## src/rtl/fpct_pkg.sv

```systemverilog
// shared types, code table and character lookup function of the prefix code transcoder
`default_nettype none
package fpct_pkg;

	localparam int MAX_CODE_LEN = 8;
	localparam int NUM_SYMBOLS  = 32;
	localparam int BUF_W        = 12;
	localparam int CNT_W        = 4;
	localparam int SYM_W        = 5;
	localparam int LEN_W        = 4;
	localparam int MAX_PER_ITEM = 4;

	typedef logic [6:0]       char_t;
	typedef logic [BUF_W-1:0] buf_t;
	typedef logic [CNT_W-1:0] cnt_t;

	typedef struct packed {
		logic [LEN_W-1:0]        len;
		logic [MAX_CODE_LEN-1:0] bits;
		char_t                   ch;
	} codeword_t;

	// result of one codeword lookup at the head of the buffer
	typedef struct packed {
		logic             hit;
		logic [LEN_W-1:0] len;
		char_t            ch;
	} dec_res_t;

	localparam codeword_t CODE_TABLE [NUM_SYMBOLS] = '{
		'{4'd3, 8'h05, 7'h20}, '{4'd6, 8'h00, 7'h27}, '{4'd6, 8'h03, 7'h2C},
		'{4'd8, 8'h91, 7'h2D}, '{4'd6, 8'h11, 7'h2E}, '{4'd6, 8'h01, 7'h3F},
		'{4'd6, 8'h25, 7'h41}, '{4'd8, 8'h9A, 7'h42}, '{4'd4, 8'h05, 7'h43},
		'{4'd4, 8'h01, 7'h44}, '{4'd3, 8'h06, 7'h45}, '{4'd5, 8'h09, 7'h46},
		'{4'd8, 8'h9B, 7'h47}, '{4'd6, 8'h10, 7'h48}, '{4'd4, 8'h07, 7'h49},
		'{4'd8, 8'h98, 7'h4A}, '{4'd4, 8'h06, 7'h4B}, '{4'd5, 8'h04, 7'h4C},
		'{4'd8, 8'h99, 7'h4D}, '{4'd8, 8'h9E, 7'h4E}, '{4'd5, 8'h05, 7'h4F},
		'{4'd3, 8'h07, 7'h50}, '{4'd8, 8'h9F, 7'h51}, '{4'd4, 8'h08, 7'h52},
		'{4'd5, 8'h06, 7'h53}, '{4'd5, 8'h07, 7'h54}, '{4'd8, 8'h9C, 7'h55},
		'{4'd8, 8'h9D, 7'h56}, '{4'd6, 8'h02, 7'h57}, '{4'd8, 8'h92, 7'h58},
		'{4'd8, 8'h93, 7'h59}, '{4'd8, 8'h90, 7'h5A}
	};

	localparam char_t CH_A     = 7'h41;
	localparam char_t CH_Z     = 7'h5A;
	localparam char_t CH_SPACE = 7'h20;
	localparam char_t CH_DOT   = 7'h2E;
	localparam char_t CH_COMMA = 7'h2C;
	localparam char_t CH_HYPH  = 7'h2D;
	localparam char_t CH_APOS  = 7'h27;
	localparam char_t CH_QUES  = 7'h3F;

	// returns {mapped, 5-bit symbol}
	function automatic logic [SYM_W:0] char_code(input char_t c);
		char_t d;
		d = c - CH_A;
		if (c >= CH_A && c <= CH_Z)
			return {1'b1, d[SYM_W-1:0]};
		case (c)
			CH_SPACE: return {1'b1, 5'd26};
			CH_DOT:   return {1'b1, 5'd27};
			CH_COMMA: return {1'b1, 5'd28};
			CH_HYPH:  return {1'b1, 5'd29};
			CH_APOS:  return {1'b1, 5'd30};
			CH_QUES:  return {1'b1, 5'd31};
			default:  return '0;
		endcase
	endfunction

endpackage
`default_nettype wire

```

## src/rtl/fpct_decode_unit.sv

```systemverilog
// shared lookup unit: finds the codeword at the head of the bit buffer
`default_nettype none
module fpct_decode_unit
	import fpct_pkg::*;
(
	input  wire buf_t     bits,
	input  wire cnt_t     count,
	output dec_res_t      res
);

	buf_t                    aligned;
	logic [MAX_CODE_LEN-1:0] window;

	always_comb begin
		// left-align the valid bits, oldest bit on top
		aligned = bits << (CNT_W'(BUF_W) - count);
		window  = aligned[BUF_W-1 -: MAX_CODE_LEN];
	end

	// the code is prefix free, so at most one entry matches
	always_comb begin
		res = '0;
		for (int k = 0; k < NUM_SYMBOLS; k++) begin
			if (CNT_W'(CODE_TABLE[k].len) <= count &&
			    (window >> (LEN_W'(MAX_CODE_LEN) - CODE_TABLE[k].len)) ==
			    CODE_TABLE[k].bits) begin
				res.hit = 1'b1;
				res.len = CODE_TABLE[k].len;
				res.ch  = CODE_TABLE[k].ch;
			end
		end
	end

endmodule
`default_nettype wire

```

## src/rtl/fixed_prefix_code_transcoder.sv

```systemverilog
// top level: character stream to prefix-code decoded character stream
// an item is taken while the sequencer is idle, then one codeword is decoded per cycle
// by the single lookup unit while the output is not stalled; the end marker gets a state
// of its own when characters came before it
// input is not ready until the item's last result sits in the output register
// reset (arst_n low) clears the bit buffer, the sequencer and the output register
`default_nettype none
module fixed_prefix_code_transcoder
	import fpct_pkg::*;
(
	input  wire        clk,
	input  wire        arst_n,
	input  wire        s_axis_tvalid,
	output logic       s_axis_tready,
	input  wire  [7:0] s_axis_tdata,   // [6:0] in_char, [7] zero
	input  wire        s_axis_tlast,   // end_of_line
	output logic       m_axis_tvalid,
	input  wire        m_axis_tready,
	output logic [7:0] m_axis_tdata,   // [6:0] out_char, [7] last
	output logic       m_axis_tuser,   // char_valid
	output logic       m_axis_tlast    // line_end
);

	localparam logic [1:0] ST_IDLE   = 2'd0;
	localparam logic [1:0] ST_DECODE = 2'd1;
	localparam logic [1:0] ST_MARK   = 2'd2;

	logic [1:0] state_q;
	buf_t       buf_q;
	cnt_t       cnt_q;
	logic       eol_q;
	logic [2:0] ndec_q;
	logic       pend_q;
	char_t      pend_ch_q;

	logic       out_valid_q;
	char_t      out_ch_q;
	logic       out_cv_q;
	logic       out_le_q;
	logic       out_last_q;

	dec_res_t         dec;
	logic [SYM_W:0]   sym;
	logic             out_free;
	logic             out_load;
	logic             take;
	cnt_t             cnt_left;

	fpct_decode_unit u_dec (
		.bits  (buf_q),
		.count (cnt_q),
		.res   (dec)
	);

	assign sym           = char_code(s_axis_tdata[6:0]);
	assign s_axis_tready = (state_q == ST_IDLE);
	assign out_free      = !out_valid_q || m_axis_tready;
	assign take          = dec.hit && (ndec_q < 3'(MAX_PER_ITEM));
	assign cnt_left      = cnt_q - CNT_W'(dec.len);
	// a new beat enters the output register this cycle
	assign out_load      = out_free &&
		(((state_q == ST_DECODE) && (pend_q || (!take && eol_q))) ||
		 (state_q == ST_MARK));

	assign m_axis_tvalid = out_valid_q;
	assign m_axis_tdata  = {out_last_q, out_ch_q};
	assign m_axis_tuser  = out_cv_q;
	assign m_axis_tlast  = out_le_q;

	always_ff @(posedge clk or negedge arst_n) begin
		if (!arst_n) begin
			state_q     <= ST_IDLE;
			buf_q       <= '0;
			cnt_q       <= '0;
			eol_q       <= 1'b0;
			ndec_q      <= '0;
			pend_q      <= 1'b0;
			pend_ch_q   <= '0;
			out_valid_q <= 1'b0;
			out_ch_q    <= '0;
			out_cv_q    <= 1'b0;
			out_le_q    <= 1'b0;
			out_last_q  <= 1'b0;
		end else begin
			if (out_load)
				out_valid_q <= 1'b1;
			else if (m_axis_tready)
				out_valid_q <= 1'b0;
			case (state_q)
				ST_IDLE: begin
					if (s_axis_tvalid) begin
						if (sym[SYM_W] && cnt_q <= CNT_W'(BUF_W - SYM_W)) begin
							buf_q <= {buf_q[BUF_W-SYM_W-1:0], sym[SYM_W-1:0]};
							cnt_q <= cnt_q + CNT_W'(SYM_W);
						end
						eol_q   <= s_axis_tlast;
						ndec_q  <= '0;
						pend_q  <= 1'b0;
						state_q <= ST_DECODE;
					end
				end
				ST_DECODE: begin
					if (out_free) begin
						if (take) begin
							// the held char is not last: another one follows
							if (pend_q) begin
								out_ch_q    <= pend_ch_q;
								out_cv_q    <= 1'b1;
								out_le_q    <= 1'b0;
								out_last_q  <= 1'b0;
							end
							pend_q    <= 1'b1;
							pend_ch_q <= dec.ch;
							cnt_q     <= cnt_left;
							buf_q     <= buf_q & ~(buf_t'('1) << cnt_left);
							ndec_q    <= ndec_q + 3'd1;
						end else if (pend_q) begin
							out_ch_q    <= pend_ch_q;
							out_cv_q    <= 1'b1;
							out_le_q    <= 1'b0;
							out_last_q  <= !eol_q;
							pend_q      <= 1'b0;
							state_q     <= eol_q ? ST_MARK : ST_IDLE;
						end else if (eol_q) begin
							out_ch_q    <= '0;
							out_cv_q    <= 1'b0;
							out_le_q    <= 1'b1;
							out_last_q  <= 1'b1;
							buf_q       <= '0;
							cnt_q       <= '0;
							state_q     <= ST_IDLE;
						end else begin
							state_q <= ST_IDLE;
						end
					end
				end
				ST_MARK: begin
					if (out_free) begin
						out_ch_q    <= '0;
						out_cv_q    <= 1'b0;
						out_le_q    <= 1'b1;
						out_last_q  <= 1'b1;
						buf_q       <= '0;
						cnt_q       <= '0;
						state_q     <= ST_IDLE;
					end
				end
				default: state_q <= ST_IDLE;
			endcase
		end
	end

endmodule
`default_nettype wire

```

## config.mk

```make
export PLATFORM = sky130hd
export DESIGN_NAME = fixed_prefix_code_transcoder
export DESIGN_NICKNAME = d
export VERILOG_FILES = /design/src/rtl/fpct_pkg.sv /design/src/rtl/fpct_decode_unit.sv /design/src/rtl/fixed_prefix_code_transcoder.sv
export SDC_FILE = /design/constraint.sdc
export NUM_CORES = 1
export LEC_CHECK = 0
export ABC_AREA = 0
export ABC_CLOCK_PERIOD_IN_PS = 7100
export BUFFER_PORTS_ARGS = -buffer_cell sky130_fd_sc_hd__clkbuf_2
export CORE_UTILIZATION = 50
export CTS_CLUSTER_SIZE = 14
export DETAILED_ROUTE_END_ITERATION = 16
export GPL_ROUTABILITY_DRIVEN = 0
export GPL_TIMING_DRIVEN = 1
export PLACE_DENSITY = 0.67
export SLEW_MARGIN = 15
export SYNTH_ARGS = -nofsm -noshare
export SYNTH_HDL_FRONTEND = slang
export SYNTH_SLANG_ARGS = --single-unit
```

## constraint.sdc

```tcl
create_clock -name clk -period 7.1 [get_ports clk]
set_input_delay 1.42 -clock clk [delete_from_list [all_inputs] [get_ports clk]]
set_output_delay 1.42 -clock clk [all_outputs]
set_load 0.01 [all_outputs]
```

; ---- After elaboration in Yosys (flattened, before gate mapping)
; Cells that the tools add are included.
[totals]
elab_cells = 230
reg_bits = 41
latchBits = 0
memories = 0
ramBits = 0
mem_bits_ro = 0
output_inout_bits = 12
input_bits = 13
[op_classes]
n_addsub = 5
mux = 94
shifts = 2
n_lt_le_gt_ge = 9
n_mul = 0
bitwise = 2
div = 0
reduce_logical = 57
n_eq_ne = 49
[ops]
columns = op, count
row1 = $mux 12, 39
row2 = $eq 8x8->1 const B, 12
row3 = $eq 7x6->1 const B, 6
row4 = $mux 7, 6
row5 = $logic_and 1x1->1, 38
row6 = $pmux 12 s3, 1
row7 = $pmux 6 s6, 1
row8 = $mux 4, 7
row9 = $mux 1, 21
row10 = $eq 5x3->1 const B, 4
row11 = $pmux 7 s2, 1
row12 = $and 12x12->12, 1
row13 = $eq 4x3->1 const B, 3
row14 = $eq 6x2->1 const B, 2
row15 = $eq 6x5->1 const B, 2
row16 = $le 3x4->1 const A, 3
row17 = $mux 2, 6
row18 = $mux 6, 2
row19 = $ne 3x3->1 const B, 4
row20 = $not 12->12, 1
row21 = $pmux 4 s3, 1
row22 = $shl 12x4->12, 1
row23 = $shl 12x4->12 const A, 1
row24 = $ne 2x2->1 const B, 5
row25 = other kinds (35), 50

; ---- Longest topological paths before layout
[depth]
ltp_word = 44
mapped_depth = 25
depth_no_buf = 20

; ---- Cells and area by module
; From an unflattened synthesis, not the netlist that was laid out.
[unflattened]
hier_cells = 459
area_unflattened_um2 = 4063.9
[modules_own_cells]
columns = mod, n_inst, area_per_inst_um2, cells_per_inst, seq_area_each_um2
row1 = fixed_prefix_code_transcoder, 1, 2437.3, 245, 1026.0
row2 = fpct_decode_unit, 1, 1626.6, 214, 0.0

; ---- Worst setup path before layout
; No wires, ideal clock.
[synth_timing]
path_type = reg-to-reg
start = register cnt_q[0]
end = register buf_q[4]
arrival_ns = 4.636
stages_incl_launch_ff = 22
setup_time_ns = 0.124
path_slack_ns = 2.340
period_less_slack_ns = 4.760
path_buffers = 5
required_time_ns = 6.976
path_cell_list = dfrtp_1 > buf_6 > buf_6 > buf_2 > inv_1 > ha_1 > clkbuf_1 > mux4_2 > a2111oi_0 > a21oi_1 > o32a_1 > or3_1 > o311ai_0 > nor2_1 > ha_1 > a21oi_1 > xnor2_1 > xnor2_1 > or3_1 > buf_2 > nand2_1 > a211o_1
[synth_between]
elab_chain_cells = 43
elab_cells_between_ends = 117
classes_between = add/sub (2) / order compare (6) / eq/ne (34) / shift (2) / mux (35) / bitwise (2) / reduce/logical (36)
[synth_rtl]
columns = item, line
row1 = start: declaration, fixed_prefix_code_transcoder.sv:30  ; cnt_t cnt_q;
row2 = start signal: assignment, fixed_prefix_code_transcoder.sv:94  ; cnt_q <= cnt_q + CNT_W'(SYM_W);
row3 = start signal: assignment, fixed_prefix_code_transcoder.sv:114  ; cnt_q <= cnt_left;
row4 = $sub 4x4->4, fpct_decode_unit.sv:16  ; aligned = bits << (CNT_W'(BUF_W) - count);
row5 = $shl 12x4->12, fpct_decode_unit.sv:16
row6 = $eq 3x3->1, fpct_decode_unit.sv:25  ; (window >> (LEN_W'(MAX_CODE_LEN) - CODE_TABLE[k].len)) ==
row7 = $logic_and 1x1->1, fpct_decode_unit.sv:24  ; if (CNT_W'(CODE_TABLE[k].len) <= count &&
row8 = $mux 12 (32 in series), fpct_decode_unit.sv:24
row9 = $sub 4x4->4, fixed_prefix_code_transcoder.sv:59  ; assign cnt_left = cnt_q - CNT_W'(dec.len);
row10 = $shl 12x4->12, fixed_prefix_code_transcoder.sv:115  ; buf_q <= buf_q & ~(buf_t'('1) << cnt_left);
row11 = $not 12->12, fixed_prefix_code_transcoder.sv:115
row12 = $and 12x12->12, fixed_prefix_code_transcoder.sv:115
row13 = $mux 12, fixed_prefix_code_transcoder.sv:104  ; if (take) begin
row14 = $mux 12, fixed_prefix_code_transcoder.sv:103  ; if (out_free) begin
row15 = $pmux 12 s3, fixed_prefix_code_transcoder.sv:89  ; case (state_q)
row16 = end signal: assignment, fixed_prefix_code_transcoder.sv:93  ; buf_q <= {buf_q[BUF_W-SYM_W-1:0], sym[SYM_W-1:0]};
row17 = end signal: assignment, fixed_prefix_code_transcoder.sv:115
row18 = end: declaration, fixed_prefix_code_transcoder.sv:29  ; buf_t buf_q;
; Several ways; a longest one is shown, not always the timed one. The select of a mux whose other input is x is not followed.
; A chain may end at the register's enable or synchronous reset.

; ---- Worst setup path after layout
; Ends and elaborated chain as after synthesis.

==> results by group <==
Status
  • Status: finished, final reports clean

Clock network
  • Total number of clock tree sinks: approximately 40
  • Post-CTS Setup Repair Bufs: 0
  • TritonCTS buffer count: 5
  • Maximum buffer depth of the clock tree: 2
  • H-tree lvl count: 2
  • Post-cts hold buffer count: 0
  • Root buffer cell: clkbuf_8
  • Clock-pin slew on the worst setup and hold paths: roughly 80 ps
  • TritonCTS clock tree: done
  • Quantity of gates resized following cts: 0
  • Later-pin clock latency in the skew report: 300 ps

GRT
  • Number of global-route vias before repair: roughly 3800
  • Wire length of the first global-routing pass: between 15 and 20 mm
  • Antenna violations before repair: 0
  • Remaining Overflow, GRT: 0
  • Pin count of the biggest net entering global routing: 42
  • All-layer global routing usage: 0.267

Die
  • Placeable core area: around 7900 µm²
  • Die extent in x: between 90 and 100 µm
  • I/O pin cnt: 25
  • Overall die area: approximately 8700 µm²
  • Core Rows: 32
  • Starting utilization of the core area: 0.528
  • Vert. Die Dim: 93.3 µm

Critical path
  • Startpoint class of the critical path: flop
  • Crit path required time: approximately 7300 ps
  • Crit-path cells: buf_4 > inv_1 > ha_1 > xnor2_1 > nor2_1 > a221o_1 > o21ai_1 > nand2_1 > o311ai_0 > nor2_1 > ha_1 > a21oi_1 > xnor2_1 > xnor2_1 > or3_1 > nand2_1 > a211o_1
  • Highest fanout seen on the critical path: 37
  • Bufs and invs on worst path: 2
  • Arrival @ worst endpoint: roughly 6200 ps
  • Category of the most critical setup path: flop to flop
  • Slowest stage cell, crit path: xnor2_1
  • Setup crit end kind: flop
  • Critical Path Most Common Cell: xnor2_1
  • Worst path top cell family by delay: compound AO/OA/AOI/OAI gates
  • Delay of the slowest cell on the worst path: between 800 and 900 ps

Timing
  • Share of the clock period used by the worst path after layout: 0.847
  • Final clock skew: approximately 6.8 ps
  • Final critical delay including setup and external delays: around 6000 ps
  • Rel. slew slack: 0.286
  • Pins over their slew limit: 0
  • Final hold violation count: 0
  • Accumulated negative setup slack: 0 ps
  • Final setup violating endpoints: 0
  • Slew of the pin with the lowest slew margin: 1070 ps
  • Unrepaired setup endpoints after global routing: no
  • Max frequency: 166 MHz

Cells and area
  • # fillers: a little over 700
  • Total area of sequential cells: around 1000 µm²
  • Area of the multi-input gates: 2900 µm²
  • Final Instance Count excl. Fillers: 618
  • # diodes: 0
  • Fraction of final layout cells sized beyond drive strength 1: 0.140
  • Post-synthesis to final-layout area growth: 5.68%
  • Total Nets Final: ~550

Placement
  • Number of port buffers: 23
  • Post-DP HPWL: 8.21 mm
  • Placed Instances: roughly 600

Synthesis
  • Most area-hungry cell type in the Yosys netlist: dfrtp_1
  • Sequential fraction of the synthesis area: 0.246
  • Top-area cell type share of the netlist area: 0.246
  • Proportion of synthesized flip-flops having asynchronous set or reset: 1.00
  • Most frequent cell after synthesis: nand2_1
  • Number of synthesized register bits: a little over 40
  • Most frequently used flop master after synthesis: dfrtp_1
  • Synthesized area per cell: about 8.2 µm²
  • Total number of yosys warnings: 0
  • Count of flip-flops with a built-in enable after synthesis: 0
  • Cells taking the most area after synthesis: dfrtp_1 25%, ha_1 4.8%, a22o_1 4.6%, nand2_1 4.5%, nor2_1 4.1%
  • Area of the mapped netlist: around 4200 µm²
  • Net Count, Synth: ~540
  • Top cell types by occurrence after synthesis: 50 x nand2_1, 46 x nor2_1, 41 x dfrtp_1
  • Synth cell types: approximately 80
  • Cells after Synth: between 500 and 600

Drt
  • Post-route antenna net violation count: 0
  • Pre-Repair DR Iteration Count: 5
  • Vias: 4042
  • Post-route DRC violation count: 0
  • Average detailed-routed wire length per instance: approximately 18 µm
  • Starting DRT DRC Count: about 260
  • Vias per cell: 6.54
  • Detailed-route wire length: ~11 mm

Job
  • Number of max-capacitance violations reported: 0

Worst hold path
  • Classification of the worst-slack hold path: flop to flop
cells in the final DEF (no fill, tap or decap), drive strengths merged, types with 5 or more instances in the layout:
cell	netlist	layout
dfrtp	41	41
nand2	50	50
a211oi	8	8
mux2i	17	17
mux2	8	8
nor2	48	48
clkbuf	13	29
or2	5	5
o22ai	5	5
nand3	14	14
nand2b	8	8
nor4	7	7
a22o	22	22
inv	19	19
a22oi	6	6
ha	16	16
a21o	9	9
nor3	20	20
a21oi	29	29
nand4	6	6
o2111ai	5	5
o211ai	7	7
o31ai	5	5
nor2b	5	5
xnor2	7	7
o21a	6	6
o21ai	37	37
nor3b	9	9
state kept, by name, summed over array words and instances, names as in the netlist:
| signal | count |
|---|---|
| buf_q | 12 |
| cnt_q | 4 |
| eol_q | 1 |
| m_axis_tlast | 1 |
| m_axis_tuser | 1 |
| m_axis_tvalid | 1 |
| ndec_q | 3 |
| out_ch_q | 7 |
| out_last_q | 1 |
| pend_ch_q | 7 |
| pend_q | 1 |
| state_q | 2 |
path summary, 6_finish.rpt:
kind / from / end / slack (ps) / depth (start not counted)
worst max-delay path: cnt_q[0] / buf_q[4] / 1090 / 17
worst min-delay path: m_axis_tuser / m_axis_tuser / 480 / 1
worst max register to register: cnt_q[0] / buf_q[4] / 1090 / 17
worst min register to register: m_axis_tuser / m_axis_tuser / 480 / 1
max in group asynchronous: arst_n / out_ch_q[0] / 5640 / 2
min in group asynchronous: arst_n / buf_q[0] / 1000 / 1
through the flow:
step | area [µm²] | hold slack (ps) | setup WS [ps] | util
detailed placement | 4260 | 467 | 1320 | 0.540
global placement | 4260 | 460 | 1370 | 0.540
CTS | 4380 | 487 | 1280 | 0.556
finish | 4400 | 480 | 1090 | 0.558
floorplan | 4170 | 460 | 2340 | -
global route | 4400 | 494 | 728 | 0.558
area by class of cell:
class / count / share of cell area
Inverter: 19 / 0.0162
Timing Repair Buffer: 27 / 0.0358
Clock buffer: 6 / 0.0188
Clock inverter: 2 / 0.00853
Sequential cell: 41 / 0.233
Tap cell: 102 / 0.0290
Multi-Input combinational cell: 421 / 0.659
metal layers:
metal	track usage	vias up	wire length, µm
li1	-	1918	-
met1	0.375	1931	5090
met2	0.428	173	5000
met3	0.0350	20	726
met4	0.0782	0	202
met5	0	-	0
cells by family after synthesis:
logic type	count (synthesis)	synth area share
buffers and inverters	49	0.0577
AND/OR/NAND/NOR	193	0.236
flip-flops	41	0.246
adder cells (fa/ha/maj)	17	0.0529
AO/OA/AOI/OAI	173	0.302
multiplexers	27	0.0772
XOR/XNOR	11	0.0276
Power is left out: the tool's default activity adds up to more than one toggle a clock period on the data nets, which glitch-free logic cannot reach.
